===== config.mk =====
export PLATFORM = sky130hd
export DESIGN_NAME = hdlc_nrzi_receive_deframer
export DESIGN_NICKNAME = d
export VERILOG_FILES = /design/src/hnrd_pkg.sv /design/src/hnrd_cfg.sv /design/src/hnrd_core.sv /design/src/hnrd_out.sv /design/src/hdlc_nrzi_receive_deframer.sv
export VERILOG_INCLUDE_DIRS = /design/src /design/src/src
export SDC_FILE = /design/constraint.sdc
export NUM_CORES = 1
export LEC_CHECK = 0
export CORE_MARGIN = 4
export CORE_UTILIZATION = 41
export CTS_CLUSTER_DIAMETER = 40
export DETAILED_ROUTE_END_ITERATION = 12
export DONT_BUFFER_PORTS = 1
export GPL_TIMING_DRIVEN = 1
export PLACE_DENSITY = 0.66
export SETUP_SLACK_MARGIN = 0.1
export SLEW_MARGIN = 20
export SYNTH_ARGS = -nofsm -noshare
export SYNTH_HDL_FRONTEND = slang
export SYNTH_SLANG_ARGS = --single-unit

===== constraint.sdc =====
create_clock -name clk -period 6.2 [get_ports clk]
set_clock_uncertainty 0.05 [all_clocks]
set_input_delay 1.24 -clock clk [delete_from_list [all_inputs] [get_ports clk]]
set_output_delay 1.24 -clock clk [all_outputs]
set_load 0.02 [all_outputs]

===== src/hdlc_nrzi_receive_deframer_assert.svh =====
// Assertion macros shared by the deframer RTL.
`ifndef HDLC_NRZI_RECEIVE_DEFRAMER_ASSERT_SVH
`define HDLC_NRZI_RECEIVE_DEFRAMER_ASSERT_SVH

// Same-cycle implication, checked at every rising edge outside reset.
`define HNRD_ASSERT_IMPLIES(label, clk, rst_n, cond, prop) \
    label: assert property (@(posedge clk) disable iff (!rst_n) (cond) |-> (prop)) \
        else $error("hnrd: same-cycle check failed");

// Next-cycle implication, checked at every rising edge outside reset.
`define HNRD_ASSERT_NEXT(label, clk, rst_n, cond, prop) \
    label: assert property (@(posedge clk) disable iff (!rst_n) (cond) |=> (prop)) \
        else $error("hnrd: next-cycle check failed");

`endif


===== src/hnrd_pkg.sv =====
// Types and constants of the HDLC NRZI receive deframer.
package hnrd_pkg;

    typedef enum logic [2:0] {
        KIND_DATA    = 3'd0,
        KIND_GOOD    = 3'd1,
        KIND_BAD_FCS = 3'd2,
        KIND_BAD_LEN = 3'd3,
        KIND_ABORT   = 3'd4
    } kind_t;

    typedef struct packed {
        kind_t       kind;
        logic [7:0]  data;
        logic        last;
        logic [11:0] bytes;
    } result_t;

    localparam logic [15:0] CRC_POLY    = 16'h8408;
    localparam logic [15:0] CRC_PRESET  = 16'hFFFF;
    localparam logic [15:0] CRC_RESIDUE = 16'hF0B8;

    localparam logic [7:0] MIN_FRAME_RESET = 8'd3;

    // Register index, taken from paddr[2].
    localparam logic REG_MIN_FRAME = 1'b0;

endpackage


===== src/hnrd_cfg.sv =====
// APB register block holding the minimum frame length.
module hnrd_cfg (
    input  logic        clk,
    input  logic        rst_n,
    input  logic        psel,
    input  logic        penable,
    input  logic        pwrite,
    input  logic [2:0]  paddr,
    input  logic [31:0] pwdata,
    output logic [31:0] prdata,
    output logic        pready,
    output logic [7:0]  min_frame
);

    logic [7:0] min_frame_reg;
    logic [7:0] min_frame_next;
    logic       wr_en;

    assign pready = 1'b1;
    assign wr_en  = psel && penable && pwrite && (paddr[2] == hnrd_pkg::REG_MIN_FRAME);

    always_comb
    begin
        min_frame_next = min_frame_reg;
        if (wr_en)
        begin
            min_frame_next = pwdata[7:0];
        end
    end

    always_ff @(posedge clk or negedge rst_n)
    begin
        if (!rst_n)
        begin
            min_frame_reg <= hnrd_pkg::MIN_FRAME_RESET;
        end
        else
        begin
            min_frame_reg <= min_frame_next;
        end
    end

    assign prdata    = (paddr[2] == hnrd_pkg::REG_MIN_FRAME) ? {24'd0, min_frame_reg} : 32'd0;
    assign min_frame = min_frame_reg;

endmodule


===== src/hnrd_core.sv =====
// Input register and the single-pass NRZI, destuff, flag and CRC logic.
module hnrd_core #(
    parameter int COUNT_MAX = 4095
) (
    input  logic               clk,
    input  logic               rst_n,
    input  logic               in_valid,
    input  logic               in_level,
    output logic               in_ready,
    input  logic [7:0]         min_frame,
    input  logic               out_free,
    output logic               res_load,
    output hnrd_pkg::result_t  res
);

    localparam int CNT_W = $clog2(COUNT_MAX + 1);

    logic             in_valid_reg, in_valid_next;
    logic             level_reg;
    logic             consume;

    logic             ref_reg, ref_next;
    logic             primed_reg, primed_next;
    logic [2:0]       ones_reg, ones_next;
    logic             in_frame_reg, in_frame_next;
    logic [6:0]       dly_reg, dly_next;
    logic [2:0]       fill_reg, fill_next;
    logic [7:0]       shift_reg, shift_next;
    logic [2:0]       pos_reg, pos_next;
    logic [15:0]      crc_reg, crc_next;
    logic [CNT_W-1:0] cnt_reg, cnt_next;
    logic             res_valid;

    assign consume  = in_valid_reg && out_free;
    assign in_ready = !in_valid_reg || consume;
    assign res_load = consume && res_valid;

    always_comb
    begin
        in_valid_next = in_valid_reg;
        if (in_valid && in_ready)
        begin
            in_valid_next = 1'b1;
        end
        else if (consume)
        begin
            in_valid_next = 1'b0;
        end
    end

    always_comb
    begin
        logic       b;
        logic [2:0] ones_up;
        logic       push_en;
        logic       push_bit;
        logic       restart;
        logic       oldest;
        logic [7:0] shift_byte;

        b          = 1'b0;
        ones_up    = ones_reg;
        push_en    = 1'b0;
        push_bit   = 1'b0;
        restart    = 1'b0;
        oldest     = 1'b0;
        shift_byte = shift_reg;

        ref_next      = ref_reg;
        primed_next   = primed_reg;
        ones_next     = ones_reg;
        in_frame_next = in_frame_reg;
        dly_next      = dly_reg;
        fill_next     = fill_reg;
        shift_next    = shift_reg;
        pos_next      = pos_reg;
        crc_next      = crc_reg;
        cnt_next      = cnt_reg;
        res_valid     = 1'b0;
        res           = '0;

        if (!primed_reg)
        begin
            // The first symbol only sets the NRZI reference.
            ref_next    = level_reg;
            primed_next = 1'b1;
        end
        else
        begin
            b        = (level_reg == ref_reg);
            ref_next = level_reg;
            if (b)
            begin
                ones_up   = (ones_reg != 3'd7) ? ones_reg + 3'd1 : ones_reg;
                ones_next = ones_up;
                if (ones_up == 3'd7 && ones_reg == 3'd6)
                begin
                    if (in_frame_reg)
                    begin
                        res_valid     = 1'b1;
                        res.kind      = hnrd_pkg::KIND_ABORT;
                        res.last      = 1'b1;
                        res.bytes     = 12'(cnt_reg);
                        in_frame_next = 1'b0;
                        restart       = 1'b1;
                    end
                end
                else if (in_frame_reg && ones_up != 3'd7)
                begin
                    push_en  = 1'b1;
                    push_bit = 1'b1;
                end
            end
            else
            begin
                ones_next = 3'd0;
                if (ones_reg == 3'd5)
                begin
                    // Stuffed zero is dropped.
                end
                else if (ones_reg == 3'd6)
                begin
                    // A flag closes any frame with content and opens the next.
                    if (in_frame_reg && (cnt_reg != '0 || pos_reg != 3'd0))
                    begin
                        res_valid = 1'b1;
                        res.last  = 1'b1;
                        res.bytes = 12'(cnt_reg);
                        if (pos_reg != 3'd0 || cnt_reg < CNT_W'(min_frame))
                        begin
                            res.kind = hnrd_pkg::KIND_BAD_LEN;
                        end
                        else if (crc_reg == hnrd_pkg::CRC_RESIDUE)
                        begin
                            res.kind = hnrd_pkg::KIND_GOOD;
                        end
                        else
                        begin
                            res.kind = hnrd_pkg::KIND_BAD_FCS;
                        end
                    end
                    in_frame_next = 1'b1;
                    restart       = 1'b1;
                end
                else if (in_frame_reg)
                begin
                    push_en  = 1'b1;
                    push_bit = 1'b0;
                end
            end
        end

        if (push_en)
        begin
            if (fill_reg != 3'd7)
            begin
                dly_next  = dly_reg | (7'(push_bit) << fill_reg);
                fill_next = fill_reg + 3'd1;
            end
            else
            begin
                // The seven-bit delay keeps closing flag bits out of the frame.
                oldest     = dly_reg[0];
                dly_next   = {push_bit, dly_reg[6:1]};
                crc_next   = (crc_reg >> 1) ^ ((crc_reg[0] ^ oldest) ? hnrd_pkg::CRC_POLY : 16'd0);
                shift_byte = shift_reg | (8'(oldest) << pos_reg);
                if (pos_reg == 3'd7)
                begin
                    shift_next = 8'd0;
                    pos_next   = 3'd0;
                    cnt_next   = (cnt_reg < CNT_W'(COUNT_MAX)) ? cnt_reg + CNT_W'(1) : cnt_reg;
                    res_valid  = 1'b1;
                    res.kind   = hnrd_pkg::KIND_DATA;
                    res.data   = shift_byte;
                    res.bytes  = 12'(cnt_next);
                end
                else
                begin
                    shift_next = shift_byte;
                    pos_next   = pos_reg + 3'd1;
                end
            end
        end

        if (restart)
        begin
            dly_next   = 7'd0;
            fill_next  = 3'd0;
            shift_next = 8'd0;
            pos_next   = 3'd0;
            crc_next   = hnrd_pkg::CRC_PRESET;
            cnt_next   = '0;
        end
    end

    always_ff @(posedge clk)
    begin
        if (in_valid && in_ready)
        begin
            level_reg <= in_level;
        end
    end

    always_ff @(posedge clk or negedge rst_n)
    begin
        if (!rst_n)
        begin
            in_valid_reg <= 1'b0;
            ref_reg      <= 1'b0;
            primed_reg   <= 1'b0;
            ones_reg     <= 3'd0;
            in_frame_reg <= 1'b0;
            dly_reg      <= 7'd0;
            fill_reg     <= 3'd0;
            shift_reg    <= 8'd0;
            pos_reg      <= 3'd0;
            crc_reg      <= hnrd_pkg::CRC_PRESET;
            cnt_reg      <= '0;
        end
        else
        begin
            in_valid_reg <= in_valid_next;
            if (consume)
            begin
                ref_reg      <= ref_next;
                primed_reg   <= primed_next;
                ones_reg     <= ones_next;
                in_frame_reg <= in_frame_next;
                dly_reg      <= dly_next;
                fill_reg     <= fill_next;
                shift_reg    <= shift_next;
                pos_reg      <= pos_next;
                crc_reg      <= crc_next;
                cnt_reg      <= cnt_next;
            end
        end
    end

endmodule


===== src/hnrd_out.sv =====
// Result register facing the output stream.
module hnrd_out (
    input  logic              clk,
    input  logic              rst_n,
    input  logic              load,
    input  hnrd_pkg::result_t res,
    input  logic              ready,
    output logic              valid,
    output logic              free,
    output hnrd_pkg::result_t held
);

    logic              valid_reg, valid_next;
    hnrd_pkg::result_t held_reg;

    assign free = !valid_reg || ready;

    always_comb
    begin
        valid_next = valid_reg;
        if (load)
        begin
            valid_next = 1'b1;
        end
        else if (ready)
        begin
            valid_next = 1'b0;
        end
    end

    always_ff @(posedge clk)
    begin
        if (load)
        begin
            held_reg <= res;
        end
    end

    always_ff @(posedge clk or negedge rst_n)
    begin
        if (!rst_n)
        begin
            valid_reg <= 1'b0;
        end
        else
        begin
            valid_reg <= valid_next;
        end
    end

    assign valid = valid_reg;
    assign held  = held_reg;

endmodule


===== src/hdlc_nrzi_receive_deframer.sv =====
// Top level of the HDLC receive deframer with NRZI decoding and FCS check.
//
//  Channel  Direction  Signals                             Contents
//  s_*      in         s_tvalid s_tready s_tdata[7:0]      one line symbol per word
//  m_*      out        m_tvalid m_tready m_tdata m_tuser   byte or frame end per word
//                      m_tlast
//  apb      in/out     psel penable pwrite paddr pwdata    min_frame_bytes at 0x0
//                      prdata pready
//
// One symbol is taken per cycle while the result register is free; its whole step
// runs combinationally between the input register and the result register.
// Reset is asynchronous and active low and needs no clearing pass.
// A stalled result holds in the output register; the input register still takes
// one more symbol, and further input waits until the result is taken.
`include "hdlc_nrzi_receive_deframer_assert.svh"

module hdlc_nrzi_receive_deframer #(
    parameter int COUNT_MAX = 4095
) (
    input  logic        clk,
    input  logic        rst_n,
    input  logic        s_tvalid,
    output logic        s_tready,
    input  logic [7:0]  s_tdata,   // [0] line_level, [7:1] zero
    output logic        m_tvalid,
    input  logic        m_tready,
    output logic [23:0] m_tdata,   // [7:0] data_byte, [19:8] frame_bytes, [23:20] zero
    output logic [2:0]  m_tuser,   // [2:0] result_kind
    output logic        m_tlast,   // frame_end
    input  logic        psel,
    input  logic        penable,
    input  logic        pwrite,
    input  logic [2:0]  paddr,
    input  logic [31:0] pwdata,
    output logic [31:0] prdata,
    output logic        pready
);

    logic              out_free;
    logic              res_load;
    logic [7:0]        min_frame;
    hnrd_pkg::result_t res;
    hnrd_pkg::result_t held;

    hnrd_cfg u_cfg (
        .clk       (clk),
        .rst_n     (rst_n),
        .psel      (psel),
        .penable   (penable),
        .pwrite    (pwrite),
        .paddr     (paddr),
        .pwdata    (pwdata),
        .prdata    (prdata),
        .pready    (pready),
        .min_frame (min_frame)
    );

    hnrd_core #(
        .COUNT_MAX (COUNT_MAX)
    ) u_core (
        .clk       (clk),
        .rst_n     (rst_n),
        .in_valid  (s_tvalid),
        .in_level  (s_tdata[0]),
        .in_ready  (s_tready),
        .min_frame (min_frame),
        .out_free  (out_free),
        .res_load  (res_load),
        .res       (res)
    );

    hnrd_out u_out (
        .clk   (clk),
        .rst_n (rst_n),
        .load  (res_load),
        .res   (res),
        .ready (m_tready),
        .valid (m_tvalid),
        .free  (out_free),
        .held  (held)
    );

    assign m_tdata = {4'd0, held.bytes, held.data};
    assign m_tuser = held.kind;
    assign m_tlast = held.last;

    `HNRD_ASSERT_IMPLIES(a_last_matches_kind, clk, rst_n, m_tvalid,
        m_tlast == (m_tuser != hnrd_pkg::KIND_DATA))
    `HNRD_ASSERT_IMPLIES(a_end_has_no_byte, clk, rst_n, m_tvalid && m_tlast,
        m_tdata[7:0] == 8'd0)
    `HNRD_ASSERT_NEXT(a_no_load_while_stalled, clk, rst_n, m_tvalid && !m_tready,
        m_tvalid && $stable(m_tdata) && $stable(m_tuser))

endmodule


# Word level (Yosys, flattened, before mapping)
# Cells that the tools add are included.
totals:
  memories: 0
  romBits: 0
  wordCells: 153
  latch_bits: 0
  ramBits: 0
  input_bits: 50
  out_inout_bits: 63
  reg_bits: 90
op_classes:
  n_eq_ne: 12
  mux: 78
  div: 0
  order_cmp: 2
  mul: 0
  shifts: 2
  n_bitwise: 7
  addsub: 4
  n_reduce_logical: 30
ops:
  columns: ["operator", "count"]
  rows:
  - ["$mux W12", 9]
  - ["$mux W13", 6]
  - ["$mux W16", 4]
  - ["$mux W3", 17]
  - ["$mux W8", 5]
  - ["$mux W11", 3]
  - ["$mux W1", 30]
  - ["$mux W7", 3]
  - ["$eq A16 B16 Y1 const B", 1]
  - ["$xor A15 B16 Y16", 1]
  - ["$add A12 B1 Y12 const B", 1]
  - ["$eq A3 B3 Y1 const B", 4]
  - ["$lt A12 B12 Y1 const B", 1]
  - ["$lt A12 B8 Y1", 1]
  - ["$reduce_bool A12 Y1", 1]
  - ["$reduce_bool A2 Y1", 6]
  - ["$add A3 B1 Y3 const B", 3]
  - ["$logic_and A1 B1 Y1", 9]
  - ["$ne A3 B3 Y1 const B", 3]
  - ["$or A8 B8 Y8", 1]
  - ["$shl A1 B3 Y8", 1]
  - ["$or A7 B7 Y7", 1]
  - ["$shl A1 B3 Y7", 1]
  - ["$reduce_and A3 Y1", 2]
  - ["13 further kinds", 21]

# Logic depth before layout (Yosys ltp)
depth:
  word_depth: 13
  mapped_depth: 9
  depth_no_buf: 7

# Cells and area by module
# A second synthesis with hierarchy kept.
hier_totals:
  hier_cells: 491
  hier_area_um2: 5074.9
modules_own_cells:
  columns: ["module", "area_each_um2", "n_inst", "cells_each", "seq_area_each_um2"]
  rows:
  - ["hnrd_core", 3691.0, 1, 407, 1451.4]
  - ["hnrd_out", 768.2, 1, 27, 745.7]
  - ["hnrd_cfg", 581.8, 1, 52, 202.7]
  - ["hdlc_nrzi_receive_deframer", 33.8, 1, 5, 0.0]

# Least setup slack after synthesis
# OpenSTA, ideal clock, no wires.
synth_path:
  path_type: "register to register"
  from: "register u_core.fill_reg[0]"
  to: "register u_out.held_reg, in the netlist u_out.held[0] (enable)"
  path_stages_with_launch: 10
  required_time_ns: 5.745
  path_slack_ns: 2.923
  setup_time_ns: 0.405
  n_path_buf: 2
  arrival_ns: 2.822
  synth_period_minus_slack_ns: 3.277
  cell_sequence: "dfrtp_1 ha_1 ha_1 nand2_1 nor4b_1 or2_1 clkbuf_1 buf_2 nor2_2 nor2_1"
synth_between:
  elab_chain_cells: 4
synth_lines:
  columns: ["element", "line", "text"]
  rows:
  - ["from (decl)", "hnrd_core.sv:27", "logic [2:0] fill_reg, fill_next;"]
  - ["from (signal assigned)", "hnrd_core.sv:230", "fill_reg <= fill_next;"]
  - ["$ne A3 B3 Y1", "hnrd_core.sv:155", "if (fill_reg != 3'd7)"]
  - ["$mux W1", "hnrd_core.sv:155", null]
  - ["$mux W1", "hnrd_core.sv:153", "if (push_en)"]
  - ["$logic_and A1 B1 Y1", "hnrd_core.sv:36", "assign res_load = consume && res_valid;"]
  - ["net res_load", "hdlc_nrzi_receive_deframer.sv:40", "logic res_load;"]
  - ["to (signal assigned)", "hnrd_out.sv:35", "held_reg <= res;"]
  - ["to (decl)", "hnrd_out.sv:14", "hnrd_pkg::result_t held_reg;"]
# The timed path passes the listed nets, and every way through them passes these cells.
# A chain may end at the register's enable or synchronous reset.

# Worst setup path in the final report
layout_path:
  from: "register u_core.fill_reg[1]"
  to: "register u_out.held_reg, in the netlist u_out.held[17] (enable)"
# The elaborated chain is that of the path after synthesis.

==> qor.csv <==
metric,value,unit
maximum vdd drop,0.115,mV
max-slew violations,0,
Starting DRT DRC Count,337,
Synth top cells by count,"47 x dfrtp_1, 45 x nor2_1, 44 x a21oi_1, 44 x inv_1, 31 x nand2_1",
I/O Buffers,0,
placed cell areas,5110,um^2
count of cell types in the netlist,70,
Yosys top cell by area,dfrtp_1,
die height,120,um
register area share after synthesis,46.7,%
Die Wd,120,um
Crit. End Element,flop,
crit-path cells,ha_1 -> ha_1 -> nand2_1 -> nor4b_1 -> or2_1 -> nor2_2 -> nor2_2 -> buf_4,
Fmax,282,MHz
CTS Buffer Depth,2,
vias after detailed routing,3644,
post-DR wirelength/cell,15.6,um
"Cell Area, Synth",5140,um^2
Pwr Density,363,nW/um^2
number of global-route vias before repair,3624,
DRT Wirelength,10.6,mm
GPL Wtd Cong,0.870,
core area,12200,um^2
row count,40,
layout cells sized above 1,12.1,%
root buf cell,clkbuf_16,
#FFs+latches synth,90,
"Hold Violations, Final",0,
Worst-Margin Slew,0.933,ns
die area,14400,um^2
Synth async-reset ratio,72.2,%
"EDFF count, synth",25,
# H-tree levels,3,
Min-Delay Path Class,reg -> reg,
Max Fanout on Critical Path,23,
First-pass DRT Iterations,5,
Final period util,57.2,%
hold buffer count at cts,0,
number of flip-flops in the largest register,24,
number of max-capacitance violations reported,0,
fin util,44.5,%
RSZ-0062 raised after global routing,no,
# nets final,574,
Critical Path Max Stage Delay,0.68,ns
first-pass GRT wire length,17.9,mm
"Avg Cell Area, Syn",9.84,um^2
final setup TNS,0,ns
Final Cell Area,5410,um^2
pin count of the biggest net entering global routing,66,
CP required,6.18,ns
Setup CP Type,reg -> reg,
clock sinks,90,
"Clk pin slew, worst setup/hold paths",0.06,ns
Buf/Inv on CP,1,
# IOs,113,
Slowest cell on crit path,or2_1,
"Arr. time, crit path",3.53,ns
number of remaining DRC errors,0,
setup repair bufs after CTS,0,
GRT Total Usage,15.5,%
drt via density,5.36,
r2r setup slk,2.65,ns
ANT cells,0,
relative slew slack,37.7,%
initial antenna violation count,0,
later-pin clock latency in the skew report,0.34,ns
Synth Flop Type,dfrtp_1,
share of the synthesized area in the top cell type,22.9,%
most numerous cell in the Yosys netlist,dfrtp_1,
"Warnings, synthesis",0,
Post-CTS Resized,0,
"delay-heaviest family, CP",simple AND/OR/NAND/NOR gates,
final setup vio count,0,
largest cells by area after synthesis,"dfrtp_1 23%, edfxtp_1 15%, dfstp_2 9.2%",
CTS tree,built,
Synth-to-Final Area Change,5.21,%
post-placement cell count,664,
Finished Layout Cells,680,
status,completed,
cells after synthesis,522,
Antenna Violating Nets Remaining,0,
Worst setup SP type,flop,
Leak Pwr,2.47,nW
Initial Util,42.3,%
Congestion Overflow GR,0,
Final HPWL DP,7.40,mm
fin crit period,3.55,ns
Inserted Clock Buffers,9,
## cell usage in the layout, fill, tap and decap left out, drive strengths merged, types with 8 or more instances in the layout
cell / instances
edfxtp: 25
ha: 17
dfstp: 18
o2111ai: 8
dfrtp: 47
mux2: 11
nand2: 31
and2: 9
clkbuf: 9
mux2i: 19
nand4: 10
a21oi: 46
nand3: 12
inv: 45
a31oi: 14
o21ai: 20
nor2: 46
conb: 29
## cell families (layout without fill, tap and decap cells)
group | after synthesis | in the layout | share of synthesized area (%)
multiplexers | 30 | 30 | 6.26
adder cells (fa/ha/maj) | 17 | 17 | 4.14
buffers and inverters | 102 | 65 | 10.6
AO/OA/AOI/OAI | 129 | 129 | 16.6
other | 2 | 29 | 0.146
XOR/XNOR | 5 | 5 | 0.999
AND/OR/NAND/NOR | 147 | 147 | 14.6
flip-flops | 90 | 90 | 46.7
## metal layers
layer / share of wire [%] / vias up / global-route usage (%)
met5: 0 / - / 0
met4: 1.4 / 0 / 6.87
met3: 5.7 / 10 / 4.24
li1: - / 1780 / -
met1: 44 / 1768 / 19.9
met2: 48 / 86 / 24.6
## worst paths after layout
path	end	cells after the start	startpoint
max reg2reg	u_out.held[17]	8	u_core.fill_reg[1]
max	u_out.held[17]	8	u_core.fill_reg[1]
min in group asynchronous	u_cfg.min_frame[2]	0	rst_n
min reg2reg	u_core.crc_reg[14]	2	u_core.crc_reg[14]
max in group asynchronous	u_core.crc_reg[12]	0	rst_n
min	u_core.crc_reg[14]	2	u_core.crc_reg[14]
## where the power goes
part | switching [W] | internal (W) | leakage (nW) | total [W]
registers | 0.000131 | 0.000757 | 0.975 | 0.000889
clock network | 0.000230 | 0.000311 | 0.142 | 0.000541
logic | 0.000323 | 0.000208 | 1.35 | 0.000532
## per-stage QoR
stage / hold slack, ns / power, W / setup WS [ns]
after floorplan: 0.406 / 0.00132 / 2.92
after global placement: 0.416 / 0.00139 / 2.80
after detailed placement: 0.425 / 0.00143 / 2.68
after CTS: 0.436 / 0.00198 / 2.66
after global routing: 0.454 / 0.00211 / 2.24
final: 0.432 / 0.00196 / 2.65
## cell type report
type                            count  area [um^2]
Fill cell                        1150         6760
Sequential cell                    90         2400
Multi-Input combinational cell    357         2300
Clock buffer                        9          225
Tap cell                          168          210
Inverter                           44          165
Clock inverter                      7         68.8
Timing Repair Buffer                5         37.5
## worst min-delay path: cells and delay by family (launching register included)
| family | cells | cell delay (ns) |
|---|---|---|
| buf+inv | 1 | 0.05 |
| mux | 1 | 0.06 |
| flops | 1 | 0.38 |
Power figures use the tool's default switching activity.
